[config.mk]
export PLATFORM = sky130hd
export DESIGN_NAME = spcf_blend
export DESIGN_NICKNAME = d
export VERILOG_FILES = /design/src/spcf_pkg.sv /design/src/spcf_blend.sv
export SDC_FILE = /design/constraint.sdc
export NUM_CORES = 1
export LEC_CHECK = 0
export BUFFER_PORTS_ARGS = -buffer_cell sky130_fd_sc_hd__clkbuf_2
export CELL_PAD_IN_SITES_DETAIL_PLACEMENT = 1
export CELL_PAD_IN_SITES_GLOBAL_PLACEMENT = 1
export CORE_ASPECT_RATIO = 0.7
export CORE_UTILIZATION = 40
export CTS_CLUSTER_SIZE = 12
export DETAILED_ROUTE_END_ITERATION = 10
export HOLD_SLACK_MARGIN = 0.12
export PLACE_DENSITY_LB_ADDON = 0.1
export RECOVER_POWER = 100
export SYNTH_ARGS = -nofsm -noshare
export SYNTH_HDL_FRONTEND = slang
export SYNTH_SLANG_ARGS = --single-unit
export TNS_END_PERCENT = 30
[constraint.sdc]
create_clock -name aclk -period 9.39 [get_ports aclk]
set_input_delay 0.939 -clock aclk [delete_from_list [all_inputs] [get_ports aclk]]
set_output_delay 0.939 -clock aclk [all_outputs]
set_load 0.02 [all_outputs]
[src/spcf_pkg.sv]
`timescale 1ns / 1ps
`default_nettype none

package spcf_pkg;

    // Command codes carried on the input channel.
    localparam logic [2:0] CMD_LOAD_SRC = 3'd0;
    localparam logic [2:0] CMD_LOAD_TGT = 3'd1;
    localparam logic [2:0] CMD_START    = 3'd2;
    localparam logic [2:0] CMD_ADVANCE  = 3'd3;
    localparam logic [2:0] CMD_QUERY    = 3'd4;

    // Order in which the blend unit walks the interpolated fields.
    localparam logic [2:0] FLD_AZIMUTH   = 3'd0;
    localparam logic [2:0] FLD_ELEVATION = 3'd1;
    localparam logic [2:0] FLD_DISTANCE  = 3'd2;
    localparam logic [2:0] FLD_GAIN      = 3'd3;
    localparam logic [2:0] FLD_WIDTH     = 3'd4;
    localparam logic [2:0] FLD_REVERB    = 3'd5;

    localparam int          LEN_W      = 24;
    localparam int          PROG_W     = 17;
    localparam logic [16:0] PROG_FULL  = 17'h10000;
    localparam logic [16:0] PROG_HALF  = 17'h08000;
    localparam int          DIV_STEPS  = 16;

    typedef struct packed {
        logic        active;
        logic [3:0]  algorithm;
        logic [15:0] azimuth;
        logic [15:0] elevation;
        logic [23:0] distance;
        logic [23:0] gain;
        logic [23:0] width;
        logic [23:0] reverb;
    } entry_t;

    typedef struct packed {
        logic wr_en;
        logic wr_target;
        logic rd_en;
    } mem_req_t;

    typedef enum logic [2:0] {
        ST_IDLE,
        ST_START,
        ST_DIV,
        ST_BLEND,
        ST_OUT
    } state_t;

endpackage

`default_nettype wire

[src/spcf_blend.sv]
`timescale 1ns / 1ps
`default_nettype none

module spcf_blend (
    input  wire logic             aclk,
    input  wire logic             aresetn,
    input  wire logic             start,
    input  wire logic [16:0]      progress,
    input  wire spcf_pkg::entry_t src,
    input  wire spcf_pkg::entry_t tgt,
    output logic                  done,
    output spcf_pkg::entry_t      result
);

    logic             busy_reg;
    logic [2:0]       cnt_reg;
    logic             wb_valid_reg;
    logic [2:0]       wb_idx_reg;
    logic             done_reg;
    logic signed [42:0] prod_reg;
    logic [23:0]      base_reg;
    spcf_pkg::entry_t res_reg;

    logic [23:0]        a_sel;
    logic [23:0]        b_sel;
    logic               is_angle;
    logic [15:0]        ang_diff;
    logic [24:0]        lin_diff;
    logic signed [24:0] d_w;
    logic signed [17:0] t_s;
    logic signed [42:0] mul_w;
    logic signed [42:0] rnd_w;
    logic signed [42:0] shr_w;
    logic [23:0]        sum_w;

    always_comb begin
        a_sel    = '0;
        b_sel    = '0;
        is_angle = 1'b0;
        unique case (cnt_reg)
            spcf_pkg::FLD_AZIMUTH: begin
                a_sel    = {8'd0, src.azimuth};
                b_sel    = {8'd0, tgt.azimuth};
                is_angle = 1'b1;
            end
            spcf_pkg::FLD_ELEVATION: begin
                a_sel    = {8'd0, src.elevation};
                b_sel    = {8'd0, tgt.elevation};
                is_angle = 1'b1;
            end
            spcf_pkg::FLD_DISTANCE: begin
                a_sel = src.distance;
                b_sel = tgt.distance;
            end
            spcf_pkg::FLD_GAIN: begin
                a_sel = src.gain;
                b_sel = tgt.gain;
            end
            spcf_pkg::FLD_WIDTH: begin
                a_sel = src.width;
                b_sel = tgt.width;
            end
            spcf_pkg::FLD_REVERB: begin
                a_sel = src.reverb;
                b_sel = tgt.reverb;
            end
            default: begin
                a_sel    = '0;
                b_sel    = '0;
                is_angle = 1'b0;
            end
        endcase
    end

    // Angles take the wrapped 16-bit difference, so the shorter arc is followed.
    assign ang_diff = b_sel[15:0] - a_sel[15:0];
    assign lin_diff = {b_sel[23], b_sel} - {a_sel[23], a_sel};
    assign d_w      = is_angle ? $signed({{9{ang_diff[15]}}, ang_diff}) : $signed(lin_diff);
    assign t_s      = $signed({1'b0, progress});
    assign mul_w    = d_w * t_s;

    assign rnd_w = prod_reg + 43'sd32768;
    assign shr_w = rnd_w >>> 16;
    assign sum_w = base_reg + shr_w[23:0];

    always_ff @(posedge aclk) begin
        if (!aresetn) begin
            busy_reg     <= 1'b0;
            cnt_reg      <= '0;
            wb_valid_reg <= 1'b0;
            done_reg     <= 1'b0;
        end else begin
            done_reg     <= wb_valid_reg && (wb_idx_reg == spcf_pkg::FLD_REVERB);
            wb_valid_reg <= busy_reg;
            if (start) begin
                busy_reg <= 1'b1;
                cnt_reg  <= spcf_pkg::FLD_AZIMUTH;
            end else if (busy_reg) begin
                cnt_reg <= cnt_reg + 3'd1;
                if (cnt_reg == spcf_pkg::FLD_REVERB) begin
                    busy_reg <= 1'b0;
                end
            end
        end
    end

    always_ff @(posedge aclk) begin
        prod_reg   <= mul_w;
        base_reg   <= a_sel;
        wb_idx_reg <= cnt_reg;
        if (start) begin
            // Discrete fields switch over at half progress.
            if (progress < spcf_pkg::PROG_HALF) begin
                res_reg.active    <= src.active;
                res_reg.algorithm <= src.algorithm;
            end else begin
                res_reg.active    <= tgt.active;
                res_reg.algorithm <= tgt.algorithm;
            end
        end
        if (wb_valid_reg) begin
            unique case (wb_idx_reg)
                spcf_pkg::FLD_AZIMUTH:   res_reg.azimuth   <= sum_w[15:0];
                spcf_pkg::FLD_ELEVATION: res_reg.elevation <= sum_w[15:0];
                spcf_pkg::FLD_DISTANCE:  res_reg.distance  <= sum_w;
                spcf_pkg::FLD_GAIN:      res_reg.gain      <= sum_w;
                spcf_pkg::FLD_WIDTH:     res_reg.width     <= sum_w;
                spcf_pkg::FLD_REVERB:    res_reg.reverb    <= sum_w;
                default:                 res_reg.reverb    <= res_reg.reverb;
            endcase
        end
    end

    assign done   = done_reg;
    assign result = res_reg;

endmodule

`default_nettype wire

==> flow_summary.rst <==
.. list-table::
   :header-rows: 1

   * - Metric
     - Value
   * - Result of the run
     - finished, violations left
   * - Failing checks
     - setup timing
   * - Maximum number of pins on one net before global-route repair
     - 27
   * - Skew final
     - just over 0.02 ns
   * - Number of storage elements in the synthesis netlist
     - about 190
   * - Net count, final
     - around 3900
   * - Post-synth design cell area
     - approximately 24000 um2
   * - Number of library cell types mapped by synthesis
     - 64
   * - Most prevalent standard cell on the critical path
     - sky130_fd_sc_hd__fa_1
   * - Post-layout minimum cycle time
     - around 9.5 ns
   * - Final routed wirelength across all metal layers
     - ~83000 um
   * - Startpoint class of the critical path
     - register
   * - Headroom to the max-slew limit
     - between 40% and 50%
   * - DRC violations left
     - 0
   * - X dimension of the die
     - just under 300 um
   * - Number of buffer cells added on primary ports
     - ~420
   * - Avg WL per Cell
     - around 22 um
   * - Combined global-route utilization of all metal layers
     - 27.7%
   * - Inserted Clock Buffers
     - 17
   * - Chip height
     - ~210 um
   * - Endpoint class of the critical path
     - register
   * - Unrepaired setup endpoints after global routing
     - true
   * - Share of post-route cells with drive strength above 1
     - between 20 and 30%
   * - Worst hold-check path type
     - register to register
   * - Worst Hold Slack
     - 0.490 ns
   * - Worst slack at placement
     - -0.601 ns
   * - Maximum fanout along the worst path
     - 12
   * - Root cell of the clock tree
     - sky130_fd_sc_hd__clkbuf_16
   * - Clock sink total
     - between 150 and 200
   * - First-pass GRT wire length
     - roughly 130000 um
   * - Count of routing violations after the opening detailed-route iteration
     - about 1100
   * - Maximum achievable frequency
     - approximately 0.11 GHz
   * - # hold bufs at CTS
     - 0
   * - Post-synthesis cell count
     - between 2000 and 2500
   * - Transition time at the pin with the least slew margin
     - 0.882 ns
   * - Standard cell with the maximum stage delay on the critical path
     - sky130_fd_sc_hd__fa_1
   * - Met1 track utilization from global routing
     - between 30% and 40%
   * - Number of enable-type register cells in the synthesized netlist
     - between 100 and 150
   * - Met3 usage
     - under 10%
   * - Max cap viols
     - 0
   * - Sequential fraction of the synthesis area
     - 21.4%
   * - Required time at the endpoint of the critical path
     - roughly 9.7 ns
   * - H-tree depth reported by CTS
     - 4
   * - Core occupancy in the finished layout
     - roughly 51%
   * - Grt met2 use
     - between 40% and 50%
   * - Main flop type after synthesis
     - sky130_fd_sc_hd__edfxtp_1
   * - Commonest non-fill, non-tap cell in the layout
     - sky130_fd_sc_hd__inv_1
   * - Total core area
     - roughly 60000 um2
   * - Final weighted congestion of routability-driven global placement
     - 0.917
   * - Period utilisation layout
     - 101%
   * - Post-route worst setup slack
     - -0.0804 ns
   * - Count of synthesis-stage warnings from yosys
     - 0
   * - Number of antenna violations at the first check in global routing
     - 4
   * - Die area
     - between 60000 and 70000 um2
   * - Layout area overhead
     - 25.7%
   * - Average via count per standard cell
     - between 5 and 6
   * - Top Usage Layer GRT
     - met2
   * - Critical path data arrival time
     - about 10 ns
   * - I/O pin cnt
     - 420
   * - Leftover overflow at the end of global routing
     - 0
   * - Final setup violation count
     - 3
   * - Clock transition at the registers of the reported paths
     - roughly 0.08 ns
   * - Clock insertion delay at the later pin of the skew report
     - ~0.45 ns
   * - Via count of the first global-routing pass
     - about 22000
   * - Via count
     - 19400
   * - Number of antenna-violating nets in the routed design
     - 0
   * - Synthesized net count
     - around 3200
   * - Number of iterations in the first detailed-routing pass
     - 5
   * - Type of the worst setup path
     - register to register
   * - Critical Path Max Stage Delay
     - roughly 0.56 ns
   * - Mean instance size in the synthesized netlist
     - around 9.9 um2
   * - Top library cells by usage in the layout, fill and taps aside
     - sky130_fd_sc_hd__inv_1 (502), sky130_fd_sc_hd__clkbuf_2 (419), sky130_fd_sc_hd__fa_1 (388)
   * - Initial cell density of the core
     - 40.9%
   * - Final Max Tran Viols
     - 0
   * - Final Hold Viols
     - 0
   * - Number of placement rows
     - 74
   * - Max clock buf depth
     - 2
   * - Number of flip-flops in the largest register
     - approximately 130
   * - Clock tree from TritonCTS
     - yes
   * - Async set or reset register ratio after synthesis
     - 0%
   * - Sum of net half-perimeters after detailed placement
     - 69300 um
[worst max-delay path: cells and delay by family (launching register included)]
kind,cells,cell delay (ns)
AO/OA/AOI/OAI,13,3.01
adder cells (fa/ha/maj),11,4.21
XOR/XNOR,1,0.25
AND/OR/NAND/NOR,5,0.55
flip-flops,1,0.34
buffers and inverters,9,0.95
[metrics by stage]
step	TNS (ns)	cells	cell area, um2
global placement	-1.61	3790	28900
CTS	0	3843	29900
global route	-2.93	3851	30300
floorplan	0	2420	24200
finish	-0.153	3852	30300
detailed placement	-3.62	3790	28900
[per-layer routing]
layer,vias to the layer above,wire length (um)
met5,-,27
met4,4,1830
met3,98,4430
met2,502,40900
met1,10000,36100
li1,8797,-
[Yosys cell counts (2+ instances only)]
library cell | instances | area [um2]
sky130_fd_sc_hd__a211oi_1 | 8 | 60.1
sky130_fd_sc_hd__a21boi_0 | 6 | 45.0
sky130_fd_sc_hd__a21o_1 | 33 | 248
sky130_fd_sc_hd__a21oi_1 | 41 | 205
sky130_fd_sc_hd__a221oi_1 | 16 | 140
sky130_fd_sc_hd__a222oi_1 | 14 | 140
sky130_fd_sc_hd__a22o_1 | 16 | 140
sky130_fd_sc_hd__a22oi_1 | 34 | 255
sky130_fd_sc_hd__a311oi_1 | 2 | 17.5
sky130_fd_sc_hd__a31o_2 | 2 | 17.5
sky130_fd_sc_hd__a41oi_1 | 4 | 35.0
sky130_fd_sc_hd__and2_1 | 208 | 1300
sky130_fd_sc_hd__and3_1 | 16 | 100
sky130_fd_sc_hd__and4_1 | 2 | 17.5
sky130_fd_sc_hd__and4b_1 | 2 | 20.0
sky130_fd_sc_hd__buf_1 | 3 | 11.3
sky130_fd_sc_hd__clkbuf_1 | 89 | 334
sky130_fd_sc_hd__dfxtp_1 | 58 | 1160
sky130_fd_sc_hd__edfxtp_1 | 133 | 3990
sky130_fd_sc_hd__fa_1 | 396 | 7930
sky130_fd_sc_hd__ha_1 | 147 | 1840
sky130_fd_sc_hd__inv_1 | 507 | 1900
sky130_fd_sc_hd__mux2_2 | 53 | 597
sky130_fd_sc_hd__mux2i_1 | 2 | 20.0
sky130_fd_sc_hd__nand2_1 | 222 | 833
sky130_fd_sc_hd__nand2b_1 | 33 | 206
sky130_fd_sc_hd__nand3_1 | 30 | 150
sky130_fd_sc_hd__nand4_1 | 5 | 31.3
sky130_fd_sc_hd__nor2_1 | 60 | 225
sky130_fd_sc_hd__nor2b_1 | 70 | 438
sky130_fd_sc_hd__nor3_1 | 15 | 75.1
sky130_fd_sc_hd__o211ai_1 | 2 | 15.0
sky130_fd_sc_hd__o21a_1 | 17 | 128
sky130_fd_sc_hd__o21ai_0 | 27 | 135
sky130_fd_sc_hd__o21ai_2 | 3 | 26.3
sky130_fd_sc_hd__o21bai_1 | 10 | 75.1
sky130_fd_sc_hd__o22ai_1 | 3 | 18.8
sky130_fd_sc_hd__o311ai_0 | 2 | 17.5
sky130_fd_sc_hd__o31ai_1 | 3 | 22.5
sky130_fd_sc_hd__or3_1 | 5 | 31.3
sky130_fd_sc_hd__xnor2_1 | 68 | 596
sky130_fd_sc_hd__xor2_1 | 31 | 272
[cell type report]
type,count,area [um2]
Fill cell,6755,28600
Multi-Input combinational cell,1629,17300
Sequential cell,191,5160
Timing Repair Buffer,694,4340
Inverter,507,1900
Tap cell,798,998
Clock buffer,18,429
Clock inverter,14,155
Antenna cell,1,2.50
[final timing paths]
check                           slack (ns)                     to  cells after the start               startpoint
worst min-delay path                  0.49  wb_idx_reg[0]$_DFF_P_                      1  cnt_reg[0]$_SDFFE_PP0P_
worst max-delay path                 -0.08   prod_reg[39]$_DFF_P_                     39  cnt_reg[1]$_SDFFE_PP0P_
worst max register to register       -0.08   prod_reg[39]$_DFF_P_                     39  cnt_reg[1]$_SDFFE_PP0P_
worst min register to register        0.49  wb_idx_reg[0]$_DFF_P_                      1  cnt_reg[0]$_SDFFE_PP0P_
[cell families (layout without fill, tap and decap cells)]
logic type,Yosys count,count (layout),synth area share [%]
multiplexers,55,55,2.56
other,0,1,0
AO/OA/AOI/OAI,255,255,7.90
buffers and inverters,600,1233,9.36
AND/OR/NAND/NOR,676,676,14.5
adder cells (fa/ha/maj),543,543,40.6
XOR/XNOR,100,100,3.69
flip-flops,191,191,21.4
[timing repair]
action | CTS | global route
setup buffers | 21 | 7
pin swaps | 58 | 77
endpoints found under the hold margin | 0 | 0
setup endpoints to repair | 13 | 15
resized for setup | 56 | 74
cloned | 2 | 1
Power is left out: the tool's default activity adds up to more than one toggle a clock period on the data nets, which glitch-free logic cannot reach.
