$ cat src/spcf_pkg.sv
`timescale 1ns / 1ps
`default_nettype none

package spcf_pkg;

    // Command codes carried on the input channel.
    localparam logic [2:0] CMD_LOAD_SRC = 3'd0;
    localparam logic [2:0] CMD_LOAD_TGT = 3'd1;
    localparam logic [2:0] CMD_START    = 3'd2;
    localparam logic [2:0] CMD_ADVANCE  = 3'd3;
    localparam logic [2:0] CMD_QUERY    = 3'd4;

    // Order in which the blend unit walks the interpolated fields.
    localparam logic [2:0] FLD_AZIMUTH   = 3'd0;
    localparam logic [2:0] FLD_ELEVATION = 3'd1;
    localparam logic [2:0] FLD_DISTANCE  = 3'd2;
    localparam logic [2:0] FLD_GAIN      = 3'd3;
    localparam logic [2:0] FLD_WIDTH     = 3'd4;
    localparam logic [2:0] FLD_REVERB    = 3'd5;

    localparam int          LEN_W      = 24;
    localparam int          PROG_W     = 17;
    localparam logic [16:0] PROG_FULL  = 17'h10000;
    localparam logic [16:0] PROG_HALF  = 17'h08000;
    localparam int          DIV_STEPS  = 16;

    typedef struct packed {
        logic        active;
        logic [3:0]  algorithm;
        logic [15:0] azimuth;
        logic [15:0] elevation;
        logic [23:0] distance;
        logic [23:0] gain;
        logic [23:0] width;
        logic [23:0] reverb;
    } entry_t;

    typedef struct packed {
        logic wr_en;
        logic wr_target;
        logic rd_en;
    } mem_req_t;

    typedef enum logic [2:0] {
        ST_IDLE,
        ST_START,
        ST_DIV,
        ST_BLEND,
        ST_OUT
    } state_t;

endpackage

`default_nettype wire

$ cat src/spcf_divider.sv
`timescale 1ns / 1ps
`default_nettype none

module spcf_divider (
    input  wire logic        aclk,
    input  wire logic        aresetn,
    input  wire logic        start,
    input  wire logic [23:0] dividend,
    input  wire logic [23:0] divisor,
    output logic             done,
    output logic [16:0]      quotient
);

    logic        busy_reg, busy_next;
    logic        done_reg, done_next;
    logic [3:0]  cnt_reg, cnt_next;
    logic [23:0] rem_reg, rem_next;
    logic [23:0] div_reg, div_next;
    logic [16:0] quot_reg, quot_next;
    logic [24:0] shifted;
    logic        fits;

    assign shifted = {rem_reg, 1'b0};
    assign fits    = (shifted >= {1'b0, div_reg});

    // Restoring division of dividend * 65536 by divisor, one quotient bit per cycle.
    // A dividend at or above the divisor saturates to full progress at once.
    always_comb begin
        busy_next = busy_reg;
        done_next = 1'b0;
        cnt_next  = cnt_reg;
        rem_next  = rem_reg;
        div_next  = div_reg;
        quot_next = quot_reg;
        if (start) begin
            div_next = divisor;
            cnt_next = '0;
            if (dividend >= divisor) begin
                quot_next = spcf_pkg::PROG_FULL;
                done_next = 1'b1;
                busy_next = 1'b0;
            end else begin
                rem_next  = dividend;
                quot_next = '0;
                busy_next = 1'b1;
            end
        end else if (busy_reg) begin
            if (fits) begin
                rem_next = 24'(shifted - {1'b0, div_reg});
            end else begin
                rem_next = shifted[23:0];
            end
            quot_next = {quot_reg[15:0], fits};
            cnt_next  = cnt_reg + 4'd1;
            if (cnt_reg == 4'(spcf_pkg::DIV_STEPS - 1)) begin
                busy_next = 1'b0;
                done_next = 1'b1;
            end
        end
    end

    always_ff @(posedge aclk) begin
        if (!aresetn) begin
            busy_reg <= 1'b0;
            done_reg <= 1'b0;
            cnt_reg  <= '0;
        end else begin
            busy_reg <= busy_next;
            done_reg <= done_next;
            cnt_reg  <= cnt_next;
        end
    end

    always_ff @(posedge aclk) begin
        rem_reg  <= rem_next;
        div_reg  <= div_next;
        quot_reg <= quot_next;
    end

    assign done     = done_reg;
    assign quotient = quot_reg;

    a_rem_below_divisor: assert property (@(posedge aclk) disable iff (!aresetn)
        busy_reg |-> rem_reg < div_reg)
        else $error("divider remainder reached the divisor");

    a_quot_range: assert property (@(posedge aclk) disable iff (!aresetn)
        done_reg |-> quot_reg <= spcf_pkg::PROG_FULL)
        else $error("divider quotient above full progress");

    a_done_pulse: assert property (@(posedge aclk) disable iff (!aresetn)
        done_reg |=> !done_reg || $past(start))
        else $error("divider done held without a new start");

endmodule

`default_nettype wire

$ cat config.mk
export PLATFORM = sky130hd
export DESIGN_NAME = spcf_divider
export DESIGN_NICKNAME = d
export VERILOG_FILES = /design/src/spcf_pkg.sv /design/src/spcf_divider.sv
export SDC_FILE = /design/constraint.sdc
export NUM_CORES = 1
export LEC_CHECK = 0
export BUFFER_PORTS_ARGS = -buffer_cell sky130_fd_sc_hd__buf_2
export CAP_MARGIN = 10
export CORE_ASPECT_RATIO = 1.5
export CORE_MARGIN = 1.5
export CORE_UTILIZATION = 30
export DETAILED_ROUTE_END_ITERATION = 12
export GPL_TIMING_DRIVEN = 0
export PLACE_DENSITY = 0.51
export SYNTH_ARGS = -nofsm -noshare
export SYNTH_HDL_FRONTEND = slang
export SYNTH_SLANG_ARGS = --single-unit
$ cat constraint.sdc
create_clock -name aclk -period 2.95 [get_ports aclk]
set_clock_uncertainty 0.15 [all_clocks]
set_input_delay 0 -clock aclk [delete_from_list [all_inputs] [get_ports aclk]]
set_output_delay 0 -clock aclk [all_outputs]
set_load 0.005 [all_outputs]
==> results.md, run 1 <==
- Vias: 3984
- Share of final-layout standard cells stronger than drive strength 1: 0.250
- Startpoint of the worst-slack reg-to-reg timing path: rem_reg[7]
- Clock network latency to the later pin of the worst-skew pair: 0.34 ns
- P per Cell Area: 586 nW/um2
- Failing checks: negative setup slack
- Count of standard-cell rows: 55
- Chip width: 105 um
- Switching portion of total power: 0.320
- Top library cells by usage in the layout, fill and taps aside: sky130_fd_sc_hd__buf_2, sky130_fd_sc_hd__edfxtp_1, sky130_fd_sc_hd__inv_1
- Worst Setup End Kind: flip-flop
- Num Clock Sinks: 71
- Required time of the critical path: 2.88 ns
- Flop pwr share: 0.345
- Number of I/O pins: 69
- Proportion of synthesized chip area in sequential cells: 0.446
- Count of input and output buffers: 68
- Initial Utilization: 0.307
- Capturing point of the worst reg2reg path: rem_reg[22]
- Average via count per standard cell: 4.91
- Setup repair after global routing missed its margin: yes
- Diode count: 0
- Post-Syn Area: 4650 um2
- Worst Path Class, Setup: flip-flop to flip-flop
- Type of the most critical hold path: input port to flip-flop
- Summed negative setup slack over all endpoints: -0.631 ns
- Detailed-routing iteration count for the pre-antenna-repair pass: 4
- Routed WL: 13200 um
- Hold Crit Endpoint: div_reg[8]
- Syn Nets: 556
- Sw power: 1220 uW
- Synth Flop Type: sky130_fd_sc_hd__edfxtp_1
- Max-cap violations: 0
- Number of remaining DRC errors: 0
- Post-CTS clock slew at the launch and capture registers of the worst setup and hold paths: 0.06 ns
- Status: complete, but fails checks
- Internal Pwr Total: 2600 uW
- Placed cell areas: 5240 um2
- Flop-to-flop setup slack: -0.07 ns
- Least-Margin Pin Slew: 0.799 ns
- Highest attainable clock frequency: 331 MHz
- Unique masters post-synth: 49
- Most common library cell in the layout ignoring fill and taps: sky130_fd_sc_hd__buf_2
- Startpoint types: flip-flop
- Total Nets Final: 708
- Start point of the worst min-delay path: start
- Count of flip-flops with a built-in enable after synthesis: 65
- Hpwl dp: 9400 um
- Antenna violations before repair: 0
- Post-DRT Antenna Nets: 0
- Post-Synthesis Cells: 455
- Synth Area per Inst: 10.2 um2
- CTS buffer count: 9
- Final worst path period need: 3.02 ns
- Remaining Overflow, GRT: 0
- Pin count of the biggest net entering global routing: 26
- Area of the core: 15100 um2
- Wire length per cell: 16.3 um
- GPL Wtd Cong: 0.919
- Synthesis Warnings: 0
- Total Die Area: 16300 um2
- Max Root-Sink Buffers: 2
- Async set-reset flop share out of synthesis: 0
- R2r worst-path depth: 10
- Relative slew slack: 0.468
- WHS Path Cells: 1
- Final instance area: 6520 um2
- CTS H-Tree Depth: 3
- Layout area overhead: 40.3%
- Worst ir drop on vdd: 326 uV
- Worst Path Max Fanout: 7
- Clock tree from TritonCTS: yes
- Period utilisation layout: 1.02
- Final number of hold-violating endpoints: 0
- Crit path arrival time: 2.95 ns
- Clk network pwr share: 0.280
- Leakage power: 0.00282 uW
- Dpl ws: -0.865 ns
- Share of power burned in combinational logic: 0.376
- CTS Root Buffer Type: sky130_fd_sc_hd__clkbuf_16
- Setup violators final: 18
- Die Span Y: 155 um
- Slew Limit Fails: 0
- Global-route wire length before repair: 20400 um
- Design Power: 3820 uW
- #FFs+latches synth: 71
- GRT Overall Usage: 0.163
- Final critical-path setup slack: -0.0710 ns
- Drt first-iter violations: 178
- Number of global-route vias before repair: 4187
[cell usage after synthesis, types with 5 or more instances]
library cell / number / area (um2)
sky130_fd_sc_hd__nor2_1: 35 / 131
sky130_fd_sc_hd__clkbuf_1: 8 / 30.0
sky130_fd_sc_hd__a21o_1: 16 / 120
sky130_fd_sc_hd__nor3_1: 5 / 25.0
sky130_fd_sc_hd__nand2_1: 27 / 101
sky130_fd_sc_hd__inv_1: 58 / 218
sky130_fd_sc_hd__nor2b_1: 19 / 119
sky130_fd_sc_hd__edfxtp_1: 65 / 1950
sky130_fd_sc_hd__xnor2_1: 13 / 114
sky130_fd_sc_hd__xor2_1: 9 / 78.8
sky130_fd_sc_hd__o31ai_1: 5 / 37.5
sky130_fd_sc_hd__nand3_1: 6 / 30.0
sky130_fd_sc_hd__o311ai_0: 5 / 43.8
sky130_fd_sc_hd__and3_1: 8 / 50.1
sky130_fd_sc_hd__a21oi_1: 41 / 205
sky130_fd_sc_hd__ha_1: 49 / 613
sky130_fd_sc_hd__nand4_1: 10 / 62.6
sky130_fd_sc_hd__dfxtp_1: 6 / 120
sky130_fd_sc_hd__a221o_1: 5 / 50.1
sky130_fd_sc_hd__o21ai_0: 9 / 45.0
sky130_fd_sc_hd__mux2i_1: 11 / 110
[stage by stage]
step                hold slack [ns]  utilization  std cells
finish                       0.0955        0.431        811
global route                  0.123        0.431        811
CTS                           0.114        0.418        798
detailed placement           0.0443        0.346        722
global placement             0.0421        0.346        722
floorplan                   -0.0511            -        455
[logic make-up (layout without fill, tap and decap cells)]
group                    Yosys count  count (layout)  share of synthesized area
buffers and inverters             69             225                     0.0565
XOR/XNOR                          22              22                     0.0415
AND/OR/NAND/NOR                  121             121                      0.127
multiplexers                      11              11                     0.0237
adder cells (fa/ha/maj)           50              50                      0.136
AO/OA/AOI/OAI                    111             112                      0.169
flip-flops                        71              71                      0.446
[worst max path at each step]
stage                startpoint          end
CTS                  rem_reg[6]  rem_reg[19]
global route         rem_reg[6]  rem_reg[19]
global placement    dividend[9]   rem_reg[9]
detailed placement  dividend[9]   rem_reg[6]
floorplan            rem_reg[5]  rem_reg[17]
finish               rem_reg[7]  rem_reg[22]
[power groups by stage]
stage,sequential (uW),clock (uW),combinational [uW]
after detailed placement,1320,0,1110
after floorplan,1310,0,799
after CTS,1310,1100,1320
after global placement,1320,0,1100
after global routing,1330,1140,1570
final,1320,1070,1440
[worst max-delay path, stage by stage (launching register included)]
cell and delay [ns]:
sky130_fd_sc_hd__edfxtp_1 0.44, sky130_fd_sc_hd__ha_4 0.32, sky130_fd_sc_hd__nand4_1 0.14, sky130_fd_sc_hd__nor2_2 0.15, sky130_fd_sc_hd__a21boi_4 0.23, sky130_fd_sc_hd__o211ai_4 0.12
sky130_fd_sc_hd__a2111oi_4 0.46, sky130_fd_sc_hd__o21ai_4 0.16, sky130_fd_sc_hd__buf_8 0.17, sky130_fd_sc_hd__and3_4 0.17, sky130_fd_sc_hd__a221o_1 0.26
[final cells by class]
class | instances | area, um2
clock inverters | 3 | 15.0
repair buffers | 141 | 1020
clock buffers | 13 | 282
inverters | 58 | 218
multi-input cells | 316 | 2610
flip-flops and latches | 71 | 2070
well taps | 199 | 249
plain buffers | 10 | 56.3
fillers | 1518 | 8620
[timing repair]
action / in CTS / in global routing
pin swaps: 11 / 15
buffers inserted: 11 / 13
endpoints found under the setup margin: 49 / 46
endpoints found under the hold margin: 54 / 0
gates resized for setup: 37 / 20
cloned: 0 / 1
hold buffers: 49 / 0
[routing by layer]
layer	vias up	part of all wire	routed length, um	global-route usage
li1	1958	-	-	-
met1	1887	0.36	4820	0.160
met2	108	0.56	7420	0.315
met3	31	0.037	486	0.0251
met4	0	0.039	515	0.100
met5	-	0	0	0
No activity file was read; power rests on OpenSTA's default activity.
==> run 2, diff against run 1 <==
BUFFER_PORTS_ARGS = default   (was -buffer_cell sky130_fd_sc_hd__buf_2)
DONT_BUFFER_PORTS = 1   (was default)
PLACE_DENSITY = 0.47   (was 0.51)
==> results.md, run 2 (synthesized netlist as in run 1, its figures left out) <==
- Status: complete, but fails checks
- Failing checks: negative setup slack
- P per Cell Area: 609 nW/um2 (+4.0%)
- Number of I/O pins: 69 (unchanged)
- CTS Root Buffer Type: sky130_fd_sc_hd__clkbuf_16
- Period utilisation layout: 1.01 (-0.00991)
- Final number of hold-violating endpoints: 0 (unchanged)
- Number of global-route vias before repair: 3975 (-5.1%)
- Required time of the critical path: 2.88 ns (about the same)
- Routed WL: 13100 um (-1.4%)
- Detailed-routing iteration count for the pre-antenna-repair pass: 4 (unchanged)
- Final critical-path setup slack: -0.0418 ns (+0.0292 ns)
- Total Die Area: 16300 um2 (unchanged)
- Post-DRT Antenna Nets: 0 (unchanged)
- Count of input and output buffers: 0 (-100%)
- Least-Margin Pin Slew: 0.788 ns (-0.0106 ns)
- Setup violators final: 7 (-11)
- Remaining Overflow, GRT: 0 (unchanged)
- Relative slew slack: 0.461 (-0.00651)
- Layout area overhead: 32.8%
- Total Nets Final: 636 (-10%)
- Top library cells by usage in the layout, fill and taps aside: sky130_fd_sc_hd__edfxtp_1, sky130_fd_sc_hd__inv_1, sky130_fd_sc_hd__dlygate4sd3_1
- Leakage power: 0.00253 uW (-10%)
- Hpwl dp: 9250 um (-1.6%)
- GRT Overall Usage: 0.163 (+0.000536)
- Count of standard-cell rows: 55 (unchanged)
- Highest attainable clock frequency: 334 MHz (+0.98%)
- Worst Path Class, Setup: flip-flop to flip-flop
- Pin count of the biggest net entering global routing: 25 (-3.8%)
- Wire length per cell: 17.7 um (+8.2%)
- Max-cap violations: 0 (unchanged)
- Startpoint types: flip-flop
- Placed cell areas: 4900 um2 (-6.5%)
- Initial Utilization: 0.307 (unchanged)
- Final worst path period need: 2.99 ns (-0.0292 ns)
- Setup repair after global routing missed its margin: yes
- Drt first-iter violations: 136 (-24%)
- Clock network latency to the later pin of the worst-skew pair: 0.34 ns (about the same)
- Average via count per standard cell: 5.02 (+2.2%)
- Slew Limit Fails: 0 (unchanged)
- Max Root-Sink Buffers: 2 (unchanged)
- Most common library cell in the layout ignoring fill and taps: sky130_fd_sc_hd__edfxtp_1
- Diode count: 0 (unchanged)
- Worst Path Max Fanout: 6 (-1)
- CTS buffer count: 9 (unchanged)
- Die Span Y: 155 um (unchanged)
- Chip width: 105 um (unchanged)
- Global-route wire length before repair: 20500 um (about the same)
- Sequential standard cell area: 2070 um2 (unchanged)
- Multi-input gate area: 2600 um2 (-0.29%)
- Number of remaining DRC errors: 0 (unchanged)
- Crit path arrival time: 2.92 ns (-0.03 ns)
- Number of fillers in the final layout: 1542 (+1.6%)
- Design Power: 3760 uW (-1.6%)
- Worst Setup End Kind: flip-flop
- Area of the core: 15100 um2 (unchanged)
- Post-CTS clock slew at the launch and capture registers of the worst setup and hold paths: 0.06 ns (about the same)
- CTS H-Tree Depth: 3 (unchanged)
- Clock tree from TritonCTS: yes
- GPL Wtd Cong: 0.831 (-9.5%)
- Type of the most critical hold path: input port to flip-flop
- Antenna violations before repair: 0 (unchanged)
- Num Clock Sinks: 71 (unchanged)
- Worst ir drop on vdd: 237 uV (-27%)
- Share of final-layout standard cells stronger than drive strength 1: 0.152 (-0.0981)
- Vias: 3711 (-6.9%)
- Final instance area: 6170 um2 (-5.3%)
## run 2: cell count changes in the layout (fill, tap and decap cells not counted), sizes merged
cell and change:
clkinv -1, buf -72, a21o -1, inv +4, clkbuf -3, dlygate4sd3 +1
## run 2: repair_timing
item | 4_1_cts | 5_1_grt
resized for setup | 35 | 30
hold buffers | 51 | 0
setup endpoints to repair | 49 | 48
pin swaps | 7 | 24
endpoints found under the hold margin | 78 | 0
setup buffers | 12 | 6
## run 2: final timing paths
path                start            to  slack [ns]  cells after the start
min          dividend[23]  quotient[16]        0.10                      5
max            rem_reg[7]   rem_reg[13]       -0.04                     10
min reg2reg    cnt_reg[3]    cnt_reg[3]        0.38                      2
max reg2reg    rem_reg[7]   rem_reg[13]       -0.04                     10
## run 2: worst max-delay path: stages, from the launching register on
cell and delay [ns]:
sky130_fd_sc_hd__edfxtp_1 0.43, sky130_fd_sc_hd__ha_4 0.33, sky130_fd_sc_hd__nand4_1 0.13, sky130_fd_sc_hd__nor2_1 0.16, sky130_fd_sc_hd__a21boi_4 0.24, sky130_fd_sc_hd__o211ai_4 0.10
sky130_fd_sc_hd__a2111oi_4 0.44, sky130_fd_sc_hd__o21ai_4 0.15, sky130_fd_sc_hd__buf_6 0.14, sky130_fd_sc_hd__and3_4 0.17, sky130_fd_sc_hd__a221o_1 0.29
## run 2: final cells by class
type | count | share of cell area
well taps | 199 | 0.0403
inverters | 58 | 0.0353
flip-flops and latches | 71 | 0.336
clock inverters | 6 | 0.00669
clock buffers | 10 | 0.0387
multi-input cells | 315 | 0.422
plain buffers | 11 | 0.0138
repair buffers | 69 | 0.108
## run 2: routing by layer
metal  up-vias  global-route usage  wire length [um]  part of all wire
met4         0              0.0607               318             0.024
met5         -                   0                 0                 0
li1       1813                   -                 -                 -
met2        93               0.300              6870              0.53
met3        21              0.0411               655             0.050
met1      1784               0.180              5210              0.40
## run 2: stage by stage
stage	util	hold WS (ns)	setup slack, ns	setup TNS, ns	cells
after floorplan	-	-0.0511	0.0995	0	455
after global placement	0.323	-0.0510	-0.716	-23.21	654
after detailed placement	0.323	-0.0510	-0.687	-23.22	654
after CTS	0.395	0.0797	-0.00947	-0.00947	733
after global routing	0.408	0.125	-0.153	-2.78	739
final	0.408	0.103	-0.0418	-0.128	739
## run 2: power by group
group / switching (uW) / internal (uW) / leakage (uW) / total (uW)
clock network: 452 / 597 / 0.000144 / 1050
logic: 716 / 675 / 0.00169 / 1390
registers: 74.0 / 1250 / 0.000691 / 1320
total: 1240 / 2520 / 0.00253 / 3760
